[src/design/lru_page_replacement_list_defines.svh]
// Assertion macros shared by the modules of the recency list.
`ifndef LRU_PAGE_REPLACEMENT_LIST_DEFINES_SVH
`define LRU_PAGE_REPLACEMENT_LIST_DEFINES_SVH

// Checks that an expression holds at every rising clock edge outside reset.
`define LRU_ASSERT(lbl, expr, msg) \
   lbl: assert property (@(posedge clock) disable iff (reset) (expr)) else $error(msg);

// Checks that the consequent holds in the cycle after the antecedent.
`define LRU_ASSERT_NEXT(lbl, ante, cons, msg) \
   lbl: assert property (@(posedge clock) disable iff (reset) (ante) |=> (cons)) \
      else $error(msg);

`endif

[src/design/lru_pkg.sv]
package lru_pkg;

   localparam int ENTRIES        = 8;
   localparam int PAGE_BITS      = 20;
   localparam int PAGE_ID_W      = 20;
   localparam int ENTRIES_HELD_W = 4;
   localparam int CNT_W          = $clog2(ENTRIES + 1);
   localparam int IDX_W          = $clog2(ENTRIES);

   typedef enum logic [1:0] {
      CMD_INSERT = 2'd0,
      CMD_TOUCH  = 2'd1,
      CMD_EVICT  = 2'd2,
      CMD_NONE   = 2'd3
   } cmd_type;

   typedef enum logic {
      ST_IDLE,
      ST_COMPARE
   } state_type;

   typedef struct packed {
      logic load;
      logic update;
   } ctl_type;

endpackage

[src/design/lru_page_replacement_list.sv]
// Recency list of up to ENTRIES page numbers, most recent first. Each request
// passes through two states: ST_IDLE captures the command and page, and in
// ST_COMPARE all entries are compared in parallel, the entry chain shifts to
// bring an inserted or touched page to the front, and the result register is
// loaded. The next request is taken while that result still waits on
// rsp_ready; a request stalls in ST_COMPARE until the previous result is taken.
module lru_page_replacement_list
   import lru_pkg::*;
(
   input  logic                      clock,
   input  logic                      reset,
   input  logic                      req_valid,
   output logic                      req_ready,
   input  logic [1:0]                req_command,
   input  logic [PAGE_ID_W-1:0]      req_page_id,
   output logic                      rsp_valid,
   input  logic                      rsp_ready,
   output logic [PAGE_ID_W-1:0]      rsp_victim_page,
   output logic                      rsp_victim_valid,
   output logic                      rsp_page_found,
   output logic                      rsp_list_full_drop,
   output logic [ENTRIES_HELD_W-1:0] rsp_entries_held
);

   ctl_type ctl;

   lru_ctrl u_ctrl (
      .clock     (clock),
      .reset     (reset),
      .req_valid (req_valid),
      .req_ready (req_ready),
      .rsp_valid (rsp_valid),
      .rsp_ready (rsp_ready),
      .ctl       (ctl)
   );

   lru_dpath u_dpath (
      .clock              (clock),
      .reset              (reset),
      .ctl                (ctl),
      .req_command        (req_command),
      .req_page_id        (req_page_id),
      .rsp_victim_page    (rsp_victim_page),
      .rsp_victim_valid   (rsp_victim_valid),
      .rsp_page_found     (rsp_page_found),
      .rsp_list_full_drop (rsp_list_full_drop),
      .rsp_entries_held   (rsp_entries_held)
   );

endmodule

[src/design/lru_ctrl.sv]
`include "lru_page_replacement_list_defines.svh"

module lru_ctrl
   import lru_pkg::*;
(
   input  logic    clock,
   input  logic    reset,
   input  logic    req_valid,
   output logic    req_ready,
   output logic    rsp_valid,
   input  logic    rsp_ready,
   output ctl_type ctl
);

   state_type state_ff;
   state_type state_in;
   logic      rsp_valid_ff;
   logic      rsp_valid_in;

   always_ff @(posedge clock) begin
      if (reset) begin
         state_ff     <= ST_IDLE;
         rsp_valid_ff <= 1'b0;
      end else begin
         state_ff     <= state_in;
         rsp_valid_ff <= rsp_valid_in;
      end
   end

   always_comb begin
      state_in     = state_ff;
      req_ready    = 1'b0;
      ctl.load     = 1'b0;
      ctl.update   = 1'b0;
      rsp_valid_in = rsp_valid_ff && !rsp_ready;
      case (state_ff)
         ST_IDLE: begin
            req_ready = 1'b1;
            if (req_valid) begin
               ctl.load = 1'b1;
               state_in = ST_COMPARE;
            end
         end
         ST_COMPARE: begin
            if (!rsp_valid_ff || rsp_ready) begin
               ctl.update   = 1'b1;
               rsp_valid_in = 1'b1;
               state_in     = ST_IDLE;
            end
         end
         default: begin
            state_in = ST_IDLE;
         end
      endcase
   end

   assign rsp_valid = rsp_valid_ff;

   `LRU_ASSERT_NEXT(a_update_shows_rsp, ctl.update, rsp_valid_ff, "Update did not raise rsp_valid.")
   `LRU_ASSERT(a_no_overwrite, !(ctl.update && rsp_valid_ff && !rsp_ready), "Result overwritten.")
   `LRU_ASSERT_NEXT(a_load_then_compare, ctl.load, state_ff == ST_COMPARE, "Load left no compare.")

endmodule

[src/design/lru_dpath.sv]
`include "lru_page_replacement_list_defines.svh"

module lru_dpath
   import lru_pkg::*;
(
   input  logic                      clock,
   input  logic                      reset,
   input  ctl_type                   ctl,
   input  logic [1:0]                req_command,
   input  logic [PAGE_ID_W-1:0]      req_page_id,
   output logic [PAGE_ID_W-1:0]      rsp_victim_page,
   output logic                      rsp_victim_valid,
   output logic                      rsp_page_found,
   output logic                      rsp_list_full_drop,
   output logic [ENTRIES_HELD_W-1:0] rsp_entries_held
);

   logic [PAGE_BITS-1:0]      cells_ff [ENTRIES];
   logic [CNT_W-1:0]          count_ff;
   logic [CNT_W-1:0]          count_in;
   cmd_type                   cmd_ff;
   logic [PAGE_BITS-1:0]      page_ff;
   logic [ENTRIES-1:0]        match;
   logic [ENTRIES-1:0]        shift_en;
   logic                      found;
   logic                      full;
   logic                      ins_new;
   logic                      evict_ok;
   logic [CNT_W-1:0]          last_pos;
   logic [PAGE_BITS-1:0]      victim;
   logic [PAGE_ID_W-1:0]      victim_page_ff;
   logic                      victim_valid_ff;
   logic                      page_found_ff;
   logic                      drop_ff;

   always_ff @(posedge clock) begin
      if (ctl.load) begin
         cmd_ff  <= cmd_type'(req_command);
         page_ff <= PAGE_BITS'(req_page_id);
      end
   end

   always_comb begin
      for (int i = 0; i < ENTRIES; i++) begin
         match[i] = (CNT_W'(i) < count_ff) && (cells_ff[i] == page_ff) &&
                    ((cmd_ff == CMD_INSERT) || (cmd_ff == CMD_TOUCH));
      end
   end

   assign found    = |match;
   assign full     = (count_ff == CNT_W'(ENTRIES));
   assign ins_new  = (cmd_ff == CMD_INSERT) && !found && !full;
   assign evict_ok = (cmd_ff == CMD_EVICT) && (count_ff != '0);
   assign last_pos = count_ff - CNT_W'(1);
   assign victim   = cells_ff[last_pos[IDX_W-1:0]];

   always_comb begin
      for (int i = 0; i < ENTRIES; i++) begin
         shift_en[i] = 1'b0;
         for (int j = i; j < ENTRIES; j++) begin
            shift_en[i] = shift_en[i] | match[j];
         end
         if (ins_new && (CNT_W'(i) <= count_ff)) begin
            shift_en[i] = 1'b1;
         end
      end
   end

   always_ff @(posedge clock) begin
      if (ctl.update) begin
         for (int i = 1; i < ENTRIES; i++) begin
            if (shift_en[i]) begin
               cells_ff[i] <= cells_ff[i-1];
            end
         end
         if (shift_en[0]) begin
            cells_ff[0] <= page_ff;
         end
      end
   end

   always_comb begin
      count_in = count_ff;
      if (ctl.update) begin
         if (ins_new) begin
            count_in = count_ff + CNT_W'(1);
         end else if (evict_ok) begin
            count_in = last_pos;
         end
      end
   end

   always_ff @(posedge clock) begin
      if (reset) begin
         count_ff <= '0;
      end else begin
         count_ff <= count_in;
      end
   end

   always_ff @(posedge clock) begin
      if (ctl.update) begin
         victim_page_ff  <= evict_ok ? PAGE_ID_W'(victim) : '0;
         victim_valid_ff <= evict_ok;
         page_found_ff   <= found;
         drop_ff         <= (cmd_ff == CMD_INSERT) && !found && full;
      end
   end

   assign rsp_victim_page    = victim_page_ff;
   assign rsp_victim_valid   = victim_valid_ff;
   assign rsp_page_found     = page_found_ff;
   assign rsp_list_full_drop = drop_ff;
   assign rsp_entries_held   = ENTRIES_HELD_W'(count_ff);

   `LRU_ASSERT(a_match_unique, $onehot0(match), "Page listed more than once.")
   `LRU_ASSERT(a_count_bound, count_ff <= CNT_W'(ENTRIES), "Entry count above capacity.")
   `LRU_ASSERT_NEXT(a_evict_dec, ctl.update && evict_ok, count_ff == $past(last_pos), "Evict miscounted.")

endmodule

[config.mk]
export PLATFORM = sky130hd
export DESIGN_NAME = lru_page_replacement_list
export DESIGN_NICKNAME = d
export VERILOG_FILES = /design/src/design/lru_pkg.sv /design/src/design/lru_page_replacement_list.sv /design/src/design/lru_ctrl.sv /design/src/design/lru_dpath.sv
export VERILOG_INCLUDE_DIRS = /design/src /design/src/design
export SDC_FILE = /design/constraint.sdc
export NUM_CORES = 1
export LEC_CHECK = 0
export BUFFER_PORTS_ARGS = -buffer_cell sky130_fd_sc_hd__buf_2
export CORE_MARGIN = 2
export CORE_UTILIZATION = 33
export DETAILED_ROUTE_END_ITERATION = 7
export PLACE_DENSITY_LB_ADDON = 0.25
export SLEW_MARGIN = 30
export SYNTH_ARGS = -nofsm -noshare
export SYNTH_HDL_FRONTEND = slang
export SYNTH_SLANG_ARGS = --single-unit
[constraint.sdc]
create_clock -name clock -period 4.75 [get_ports clock]
set_clock_uncertainty 0.2 [all_clocks]
set_input_delay 0.2375 -clock clock [delete_from_list [all_inputs] [get_ports clock]]
set_output_delay 0.2375 -clock clock [all_outputs]
set_load 0.01 [all_outputs]
# [Word level (Yosys, flattened, before mapping)]
# Memories as Yosys holds them, arrays and structs flattened. A register that Yosys moved wholly into a read port is not among the register bits.
# Index checks and enable logic that the tools add are counted.
[word_totals] regBits=31 ramBits=160 wordCells=151 mem_count=1
[classes] n_addsub=2 order_cmp=16 eq_ne=11 n_mux=43 n_bitwise=29 n_reduce_logical=41
[mem_list] name="u_dpath.cells_ff" words=8 width=20 rd=9 rd_ports_with_merged_regs=1 write_ports=8 line="lru_dpath.sv:18" rtl="logic [PAGE_BITS-1:0] cells_ff [ENTRIES];"
[op_table] op="20-bit equality test" count=8
[op_table] op="1-bit two-way mux" count=40
[op_table] op="1-bit logical AND" count=29
[op_table] op="1-bit bitwise OR" count=28
[op_table] op="3-bit by 4-bit <= comparator with 1-bit output, first input constant" count=4
[op_table] op="3-bit by 4-bit less-than comparator with 1-bit output, first input constant" count=4
[op_table] op="1-bit by 4-bit <= comparator with 1-bit output, first input constant" count=2
[op_table] op="2-bit by 4-bit <= comparator with 1-bit output, first input constant" count=2
[op_table] op="1-bit by 4-bit less-than comparator with 1-bit output, first input constant" count=2
[op_table] op="2-bit by 4-bit less-than comparator with 1-bit output, first input constant" count=2
[op_table] op="4-bit two-way mux" count=2
[op_table] op="8-bit OR reduction" count=1
[op_table] op="1-bit logical NOT" count=5
[op_table] op="4-bit by 1-bit adder with 4-bit output, second input constant" count=1
[op_table] op="4-bit equality test, second input constant" count=1
[op_table] op="4-bit nonzero test" count=1
[op_table] op="4-bit by 1-bit subtractor with 4-bit output, second input constant" count=1
[op_table] op="2-bit by 1-bit equality test with 1-bit output, second input constant" count=1
[op_table] op="2-bit equality test, second input constant" count=1
[op_table] op="2-bit logical NOT" count=1
[op_table] op="1-bit logical OR" count=2
[op_table] op="1-bit one-hot mux with 2 select lines" count=1
[op_table] op="2-bit AND reduction" count=1
[op_table] op="2-bit nonzero test" count=1
[op_table] op="1-bit NOT" count=1

# [Longest topological paths before layout]
# Gate-level depths: netlist (run 1).
[depth] depth_word=14 ltp_mapped=13 depth_no_buf=10

# [Hierarchy]
# A second synthesis (run 1) with hierarchy kept.
[unflattened] hier_cells=656 area_unflattened_um2=10019.6
[by_module_without_submodules] module="lru_dpath" n_inst=1 cells_each=647 area_per_inst_um2=9932.0 seq_area_each_um2=6236.0
[by_module_without_submodules] module="lru_ctrl" n_inst=1 cells_each=9 area_per_inst_um2=87.6 seq_area_each_um2=40.0

# [Worst setup path before layout (run 1)]
# No wires, ideal clock.
[synth_timing] kind="register to register" start="register u_dpath.count_ff[0] (netlist: u_dpath.rsp_entries_held[0])" end="memory u_dpath.cells_ff[2][0] (enable)" setup_time_ns=0.409 arrival_ns=3.601 required_time_ns=4.141 slack_ns=0.540 path_stages_with_launch=14 synth_period_minus_slack_ns=4.210 path_cell_list="dfxtp_1 > clkbuf_1 > clkbuf_1 > inv_1 > ha_1 > nand3b_1 > nand4_1 > nor4_1 > a32o_1 > or4_4 > nor3_4 > buf_6 > o41ai_1 > a31oi_1"
[synth_rtl] element="from (decl)" line="lru_dpath.sv:19" rtl="logic [CNT_W-1:0] count_ff;"
[synth_rtl] element="from (signal assigned)" line="lru_dpath.sv:97" rtl="count_ff <= count_in;"
[synth_rtl] element="to (decl)" line="lru_dpath.sv:18"

==> flow_summary.toml, run 1 <==
[outcome]
outcome = "complete, no violations"

[critical_path]
reg2regPathDepth = 11
r2r_start = "u_dpath.rsp_entries_held[0]$_SDFFE_PP0P_"
crit_end = "u_dpath.cells_ff[4][17]$_DFFE_PP_"
r2r_slack_ns = 1.01
criticalPathCategory = "reg -> reg"
r2r_end = "u_dpath.cells_ff[4][17]$_DFFE_PP_"
cp-start-kind = "flop"
crit_required_ns = 4.76
worst_setup_path_end_kind = "flop"
critPathMaxFanout = 24
arrival_ns = 3.75
crit_path_start = "u_dpath.rsp_entries_held[0]$_SDFFE_PP0P_"

[synthesis]
synth_top_area_share_pct = 61.0
syn_inst = 666
synth_most_common_cell = "edfxtp_1"
synth_area_leader_cell = "edfxtp_1"
ys_top_cells_by_count = "edfxtp_1, xor2_1, xnor2_1"
ys_async_sr_fraction_pct = 0
ys.flop_type = "edfxtp_1"
synth_area_um2 = 10100
synth_edf_count = 205
synth_area_leaders = "edfxtp_1, mux4_2, xor2_1"
ys_ff_latch = 211
synth_cell_types = 48
ys_seq_area_share_pct = 62.2
syn_area_per_cell_um2 = 15.2
yosysWarnings = 0
synth_nets = 697

[routing]
dr.pass1.iters = 5
drcViolationCount = 0
via_count = 5889
drt_iter0_drc = 518
wl_per_cell_um = 22.0
vias_per_cell = 5.08
drtAntennaViolNets = 0
wirelength_um = 25500

[power]
p_clk_share_pct = 42.3
p_per_area_nw_per_um2 = 358
netSwitchingFraction_pct = 23.3
comb_power_share_pct = 6.8
power_switching_mw = 0.978
intPower_mw = 3.22
p_seq_share_pct = 50.8
finalPower_mw = 4.20
ir_drop_v = 0.000223
power.leakage_nw = 3.78

[placed_design]
dp_hpwl_um = 18600
gp_congestion = 0.869
dpl.cell_count = 1088
port_buffers = 54

[clock_network]
clock-sinks = 211
worstSkewPairLatency_ns = 0.53
root_buffer = "clkbuf_16"
cts_buffers = 25
postCtsSetupRepairBufs = 0
cts_tree = "yes"
ctsHoldBuffers = 25
ctsHtreeMaxLevel = 1
cts_max_path_buffers = 3
cts.clk_slew.worst_paths_ns = 0.06
cts_resized = 0

[global_route]
grt.overflow.total = 0
grt_pass1_wl_um = 38100
grt_max_degree = 25
antenna_found_initial = 0
grt_util_all_layers_pct = 16.1
grt_pass1_vias = 6077

[sta]
hold_viol_final = 0
relSlewSlack_pct = 46.5
max_freq_ghz = 0.268
fin_tns_setup_ns = 0
post-route-period-util_pct = 78.7
setup_viol = 0
slew_viol_final = 0
whs_ns = 0.213
period_minus_slack_ns = 3.74
worst_pin_slew_ns = 0.802
rsz0062_at_grt = "no"

[final_layout]
utilization_pct = 38.7
fin_cells = 1159
num_antenna_cells = 0
syn2layout_area_growth_pct = 16.3
nets = 775
drive_gt1_share_pct = 20.8

[min_path]
hp-class = "in -> reg"

[die]
initial_core_util_pct = 33.2
core_um2 = 30300
num_io_pins = 55
die_w_um = 179
die_area_um2 = 32000
die_h_um = 179
rows = 64

[run]
cap_violations = 0
power groups by stage:
stage / Sequential, mW / Combinational [mW] / Clock, mW
finish: 2.13 / 0.287 / 1.78
global placement: 2.17 / 0.275 / 0
floorplan: 2.12 / 0.226 / 0
detailed placement: 2.17 / 0.275 / 0
global route: 2.14 / 0.314 / 1.89
CTS: 2.13 / 0.292 / 1.82
critical path: stages (launching register included):
cell and delay, ns:
dfxtp_2 0.55, inv_1 0.26, ha_1 0.24, nand3b_1 0.10
nand4_1 0.13, nor4_1 0.07, a32o_1 0.22, or4_4 0.44
nor3_4 0.42, o21ai_0 0.20, a21oi_2 0.29, buf_4 0.30
state kept, by name, summed over array words and instances (netlist names):
signal and cells:
u_dpath.cells_ff 160, u_dpath.page_ff 20, u_dpath.rsp_victim_page 20, u_dpath.rsp_entries_held 4, u_dpath.cmd_ff 2, u_ctrl.rsp_valid 1, u_ctrl.state_ff 1, u_dpath.rsp_list_full_drop 1
u_dpath.rsp_page_found 1, u_dpath.rsp_victim_valid 1
placed cells by master (no fill, tap or decap), types with 5 or more instances in the layout:
| cell | Yosys | final |
|---|---|---|
| a21oi_1 | 32 | 27 |
| a21oi_2 | 1 | 6 |
| buf_2 | 4 | 54 |
| buf_4 | 13 | 15 |
| clkbuf_1 | 16 | 10 |
| clkbuf_16 | 0 | 25 |
| dfxtp_1 | 6 | 5 |
| dlygate4sd3_1 | 0 | 25 |
| edfxtp_1 | 205 | 205 |
| ha_1 | 5 | 5 |
| inv_1 | 6 | 6 |
| mux4_2 | 40 | 40 |
| nand2_1 | 48 | 48 |
| nand3_1 | 7 | 7 |
| nand4_1 | 20 | 20 |
| nor2_1 | 11 | 11 |
| nor3_1 | 10 | 10 |
| nor4_1 | 22 | 22 |
| o21ai_0 | 5 | 5 |
| xnor2_1 | 72 | 72 |
| xor2_1 | 90 | 90 |
stage by stage:
| step | setup slack [ns] | cell area [µm²] |
|---|---|---|
| global route | 0.740 | 11700 |
| global placement | 1.03 | 10700 |
| detailed placement | 1.01 | 10700 |
| finish | 1.01 | 11700 |
| floorplan | 0.540 | 10100 |
| CTS | 0.984 | 11700 |
metal layers:
| metal | wire (µm) | vias to the layer above | GRT usage [%] |
|---|---|---|---|
| met2 | 12200 | 168 | 26.0 |
| met4 | 556 | 0 | 4.44 |
| met5 | 0 | - | 0 |
| met1 | 11600 | 3021 | 22.9 |
| li1 | - | 2673 | - |
| met3 | 1140 | 27 | 1.95 |
how the worst min path moves through the flow:
stage	from	endpoint	slack, ns	cells past startpoint
floorplan	req_command[0]	u_dpath.cmd_ff[0]$_DFFE_PP_	0.14	0
global placement	req_page_id[1]	u_dpath.page_ff[1]$_DFFE_PP_	0.21	1
detailed placement	req_page_id[16]	u_dpath.page_ff[16]$_DFFE_PP_	0.22	1
CTS	req_page_id[2]	u_dpath.page_ff[2]$_DFFE_PP_	0.19	2
global route	req_page_id[16]	u_dpath.page_ff[16]$_DFFE_PP_	0.21	2
finish	req_page_id[15]	u_dpath.page_ff[15]$_DFFE_PP_	0.21	2
logic make-up (layout without fill, tap and decap cells):
| group | Yosys count | count (layout) | share of synthesized area, % |
|---|---|---|---|
| XOR/XNOR | 162 | 162 | 14.1 |
| AND/OR/NAND/NOR | 142 | 142 | 7.71 |
| adder cells (fa/ha/maj) | 5 | 5 | 0.620 |
| flip-flops | 211 | 211 | 62.2 |
| multiplexers | 41 | 41 | 9.04 |
| AO/OA/AOI/OAI | 56 | 56 | 3.35 |
| buffers and inverters | 49 | 146 | 3.03 |
final cells by class:
type                    instances  area (µm²)
clock buffers                  35         663
clock inverters                11        86.3
well taps                     396         495
inverters                       6        22.5
fillers                      2798       18600
repair buffers                 94         633
multi-input cells             406        3550
flip-flops and latches        211        6280
Note: power is estimated with default switching activity, not from simulation.
==> run 2, diff against run 1 <==
--- a/config.mk
+++ b/config.mk
@@ -6,6 +6,7 @@
 export SDC_FILE = /design/constraint.sdc
 export NUM_CORES = 1
 export LEC_CHECK = 0
+export ABC_AREA = 1
 export BUFFER_PORTS_ARGS = -buffer_cell sky130_fd_sc_hd__buf_2
 export CORE_MARGIN = 2
 export CORE_UTILIZATION = 33
==> constraint.sdc (replaced) <==
create_clock -name clock -period 3.6 [get_ports clock]
set_clock_uncertainty 0.2 [all_clocks]
set_input_delay 0.18 -clock clock [delete_from_list [all_inputs] [get_ports clock]]
set_output_delay 0.18 -clock clock [all_outputs]
set_load 0.01 [all_outputs]
==> flow_summary.toml, run 2 <==
[sta]
max_freq_ghz = 0.298
worst_pin_slew_ns = 0.706
post-route-period-util_pct = 93.2
whs_ns = 0.148
slew_viol_final = 0
hold_viol_final = 0
period_minus_slack_ns = 3.36
relSlewSlack_pct = 52.9
rsz0062_at_grt = "no"
setup_viol = 0

[die]
num_io_pins = 55
initial_core_util_pct = 33.5
core_um2 = 34600
die_w_um = 192
die_area_um2 = 36700
rows = 68
die_h_um = 192

[synthesis]
syn_inst = 1393
synth_cell_types = 38
yosysWarnings = 0
synth_top_area_share_pct = 53.0
synth_most_common_cell = "nand2_1"
synth_area_um2 = 11600
synth_area_leaders = "edfxtp_1, nand2_1, o21ai_0"
synth_nets = 1424
synth_edf_count = 205
ys_async_sr_fraction_pct = 0
syn_area_per_cell_um2 = 8.34
ys_top_cells_by_count = "nand2_1, edfxtp_1, inv_1"
ys_seq_area_share_pct = 54.0
ys.flop_type = "edfxtp_1"
ys_ff_latch = 211
synth_area_leader_cell = "edfxtp_1"

[final_layout]
top_register = "u_dpath.cells_ff"
syn2layout_area_growth_pct = 17.0
stdcell_area_um2 = 13600
num_antenna_cells = 0
drive_gt1_share_pct = 12.3
largest_reg_flops = 160
final_cell_mix = "nand2_1, edfxtp_1, inv_1, nor2_1, o21ai_0"
nets = 1514
fin_cells = 1958
mostFrequentLayoutCell = "nand2_1"

[global_route]
grt_max_degree = 46
grt_util_all_layers_pct = 22.0
grt_pass1_wl_um = 59100
grt_pass1_vias = 9406
antenna_found_initial = 0
grt.overflow.total = 0

[min_path]
hold_end = "u_dpath.page_ff[3]$_DFFE_PP_"
hp-class = "in -> reg"
holdPathStages = 2
hold_start = "req_page_id[3]"

[clock_network]
cts_resized = 0
cts_max_path_buffers = 3
ctsHtreeMaxLevel = 1
root_buffer = "clkbuf_16"
cts_buffers = 26
clock-sinks = 211
cts_tree = "yes"
cts.clk_slew.worst_paths_ns = 0.06
worstSkewPairLatency_ns = 0.54
ctsHoldBuffers = 25
postCtsSetupRepairBufs = 0

[routing]
drt_iter0_drc = 1111
via_count = 9997
drtAntennaViolNets = 0
wirelength_um = 40500
vias_per_cell = 5.11
wl_per_cell_um = 20.7
drcViolationCount = 0
dr.pass1.iters = 5

[power]
finalPower_mw = 6.17
p_per_area_nw_per_um2 = 454
ir_drop_v = 0.000254
power.leakage_nw = 5.81

[critical_path]
path_cells = "inv_1, nand2_1, nand2_1, nor2_1, nand2_1, nor2_1, nand3_2, nand2_2, nor2_4, nand4_4, inv_2, buf_4, nand2_1, a31oi_2, buf_4"
reg2regPathDepth = 15
worst_setup_path_end_kind = "flop"
crit_required_ns = 3.61
critPathSlowestCell = "edfxtp_1"
cp-start-kind = "flop"
worst_path_most_repeated_cell = "nand2_1"
critPathMaxFanout = 20
r2r_slack_ns = 0.24
r2r_start = "u_dpath.page_ff[13]$_DFFE_PP_"
arrival_ns = 3.36
r2r_end = "u_dpath.cells_ff[3][11]$_DFFE_PP_"
criticalPathCategory = "reg -> reg"
crit_path_max_incr_delay_ns = 0.63

[placed_design]
dpl.cell_count = 1885
place_area_um2 = 12500
gp_congestion = 0.946
dp_hpwl_um = 30900
port_buffers = 54

[outcome]
outcome = "complete, no violations"

[run]
cap_violations = 0
==> run 2: final cells by class <==
cell class	instances	area, µm²
sequential	211	6280
tap	455	569
clock inverter	19	175
multi-input combinational	949	4370
fill	3475	21000
inverter	178	701
clock buffer	29	683
timing repair buffer	117	818
==> run 2: worst max-delay path: cells and delay by family, from the launching register on <==
family / cells / cell delay, ns
and+or+nand+nor: 10 / 1.10
buffers and inverters: 4 / 0.94
DFF: 1 / 0.63
AOI/OAI and AO/OA: 1 / 0.13
==> run 2: layer usage <==
| layer | vias up | GRT usage [%] | wire length, µm |
|---|---|---|---|
| li1 | 4758 | - | - |
| met1 | 4696 | 30.4 | 17700 |
| met2 | 450 | 34.7 | 18100 |
| met3 | 93 | 2.43 | 2870 |
| met4 | 0 | 9.82 | 1830 |
| met5 | - | 0 | 0 |
==> run 2: power by group <==
group	switching, mW	internal, mW	leakage, nW
Combinational	0.481	0.215	3.47
Sequential	0.0772	2.74	1.92
Clock	1.08	1.58	0.419
==> run 2: kinds of logic (layout without fill, tap and decap cells) <==
| kind of cell | after synthesis | count (layout) | share of synthesized area, % |
|---|---|---|---|
| compound gates | 244 | 244 | 10.9 |
| buf+inv | 233 | 343 | 8.77 |
| flops | 211 | 211 | 54.0 |
| fa+ha+maj | 5 | 5 | 0.539 |
| simple gates | 670 | 670 | 23.5 |
| xor+xnor | 30 | 30 | 2.26 |
==> run 2: through the flow <==
step | setup WS [ns] | utilization (%) | setup TNS [ns]
floorplan | -0.268 | - | -10.72
finish | 0.244 | 39.2 | 0
global placement | 0.107 | 36.0 | 0
detailed placement | 0.303 | 36.0 | 0
CTS | 0.286 | 39.2 | 0
global route | 0.133 | 39.2 | 0
==> run 2: worst max-delay path by stage <==
stage | slack (ns) | cells after the start | from | to
floorplan | -0.27 | 17 | u_dpath.rsp_entries_held[0]$_SDFFE_PP0P_ | u_dpath.cells_ff[4][0]$_DFFE_PP_
global placement | 0.11 | 13 | u_dpath.page_ff[13]$_DFFE_PP_ | u_dpath.cells_ff[6][8]$_DFFE_PP_
detailed placement | 0.30 | 15 | u_dpath.page_ff[13]$_DFFE_PP_ | u_dpath.cells_ff[1][12]$_DFFE_PP_
CTS | 0.29 | 15 | u_dpath.page_ff[13]$_DFFE_PP_ | u_dpath.cells_ff[1][11]$_DFFE_PP_
global route | 0.13 | 15 | u_dpath.page_ff[13]$_DFFE_PP_ | u_dpath.cells_ff[1][11]$_DFFE_PP_
finish | 0.24 | 15 | u_dpath.page_ff[13]$_DFFE_PP_ | u_dpath.cells_ff[3][11]$_DFFE_PP_
==> run 3, diff against run 2 <==
--- a/config.mk
+++ b/config.mk
@@ -7,11 +7,11 @@
 export NUM_CORES = 1
 export LEC_CHECK = 0
 export ABC_AREA = 1
-export BUFFER_PORTS_ARGS = -buffer_cell sky130_fd_sc_hd__buf_2
 export CORE_MARGIN = 2
 export CORE_UTILIZATION = 33
 export DETAILED_ROUTE_END_ITERATION = 7
-export PLACE_DENSITY_LB_ADDON = 0.25
+export DONT_BUFFER_PORTS = 1
+export PLACE_DENSITY_LB_ADDON = 0.12
 export SLEW_MARGIN = 30
 export SYNTH_ARGS = -nofsm -noshare
 export SYNTH_HDL_FRONTEND = slang
==> flow_summary.toml, run 3 (synthesis gave the netlist of run 2 again) <==
[critical_path]
crit_path_max_incr_delay_ns = 0.72
crit_path_start = "u_dpath.page_ff[19]$_DFFE_PP_"
r2r_end = "u_dpath.cells_ff[0][2]$_DFFE_PP_"
crit_end = "u_dpath.cells_ff[0][2]$_DFFE_PP_"
path_cells = "inv_1, nand2_1, nand2_1, nor2_1, nand2_1, nor2_1, nand3_2, nand2_1, nor2_4, nand4_4, inv_2, o21ai_0, inv_1, buf_4"
cp-start-kind = "flop"
crit_required_ns = 3.67
worst_setup_path_end_kind = "flop"
critPathMaxFanout = 20
criticalPathCategory = "reg -> reg"
reg2regPathDepth = 14
r2r_slack_ns = 0.34
critPathSlowestCell = "edfxtp_1"
r2r_start = "u_dpath.page_ff[19]$_DFFE_PP_"
worst_path_most_repeated_cell = "nand2_1"
arrival_ns = 3.32

[clock_network]
cts_max_path_buffers = 3
cts_resized = 0
root_buffer = "clkbuf_16"
clock-sinks = 211
ctsHtreeMaxLevel = 1
cts_buffers = 27
cts_tree = "yes"
worstSkewPairLatency_ns = 0.55
cts.clk_slew.worst_paths_ns = 0.06

[die]
core_um2 = 34600
num_io_pins = 55
rows = 68
die_h_um = 192
die_area_um2 = 36700
initial_core_util_pct = 33.5
die_w_um = 192

[run]
cap_violations = 0

[min_path]
hold_start = "req_page_id[11]"
holdPathStages = 1
hp-class = "in -> reg"

[final_layout]
top_register = "u_dpath.cells_ff"
final_cell_mix = "nand2_1, edfxtp_1, inv_1, nor2_1, o21ai_0"
seqCellArea_um2 = 6280
n_fill_cell = 3493
nets = 1459
syn2layout_area_growth_pct = 15.1
multi_input_area_um2 = 4370
largest_reg_flops = 160
stdcell_area_um2 = 13400
drive_gt1_share_pct = 8.77
mostFrequentLayoutCell = "nand2_1"

[routing]
via_count = 9632
drt_iter0_drc = 1036
drcViolationCount = 0
wirelength_um = 42000
wl_per_cell_um = 22.0
vias_per_cell = 5.06
dr.pass1.iters = 6
drtAntennaViolNets = 0

[sta]
relSlewSlack_pct = 42.1
hold_viol_final = 0
worst_pin_slew_ns = 0.868
setup_viol = 0
max_freq_ghz = 0.307
post-route-period-util_pct = 90.4
period_minus_slack_ns = 3.26
slew_viol_final = 0
fin_tns_setup_ns = 0
rsz0062_at_grt = "no"

[placed_design]
place_area_um2 = 12200
gp_congestion = 0.977
port_buffers = 0
dp_hpwl_um = 32200

[global_route]
grt_util_all_layers_pct = 23.1
antenna_found_initial = 2
grt_pass1_wl_um = 61100
grt_pass1_vias = 9135
grt.overflow.total = 0
grt_max_degree = 83

[outcome]
outcome = "complete, no violations"

[power]
ir_drop_v = 0.000335
power.leakage_nw = 5.61
finalPower_mw = 6.31
p_per_area_nw_per_um2 = 472
==> run 3: worst min path at each step <==
stage	end
3_3_place_gp	u_ctrl.rsp_valid$_SDFF_PP0_
2_1_floorplan	u_ctrl.rsp_valid$_SDFF_PP0_
3_5_place_dp	u_dpath.rsp_entries_held[1]$_SDFFE_PP0P_
4_1_cts	u_dpath.page_ff[11]$_DFFE_PP_
6_report	u_dpath.page_ff[11]$_DFFE_PP_
5_1_grt	u_dpath.page_ff[11]$_DFFE_PP_
==> run 3: worst max-delay path, delay by kind of cell (launching register included) <==
kind,cells,cell delay [ns]
compound gates,1,0.21
buf+inv,4,0.70
flops,1,0.72
simple gates,9,1.12
==> run 3: cell type report <==
cell class,count,share of cell area [%]
flip-flops and latches,211,47.0
multi-input cells,949,32.7
repair buffers,61,4.08
clock buffers,31,5.17
clock inverters,18,1.57
inverters,178,5.24
well taps,455,4.26
diodes,1,0.0187
==> run 3: metrics by stage <==
stage                     utilization, %  hold WS (ns)  instances  worst slack (ns)
final                               38.6        0.0561       1904             0.344
after global routing                38.6        0.0403       1903             0.143
after CTS                           38.6        0.0317       1903             0.384
after detailed placement            35.3        0.0577       1829             0.394
after global placement              35.3        0.0501       1829             0.382
after floorplan                        -        0.0491       1393            -0.268
==> run 3: report_power, final <==
group / switching [mW] / total (mW) / internal (mW)
clock: 1.09 / 2.81 / 1.72
combinational: 0.476 / 0.670 / 0.194
sequential: 0.0887 / 2.83 / 2.74
==> run 3: metal layers <==
metal	GRT usage [%]	wire, µm
met5	0	11
met3	2.48	2930
met1	33.3	18900
met4	6.78	1190
met2	36.5	18900
==> run 3: timing repair <==
item,4_1_cts,5_1_grt
hold buffers,25,0
setup buffers,0,0
endpoints found under the hold margin,50,0
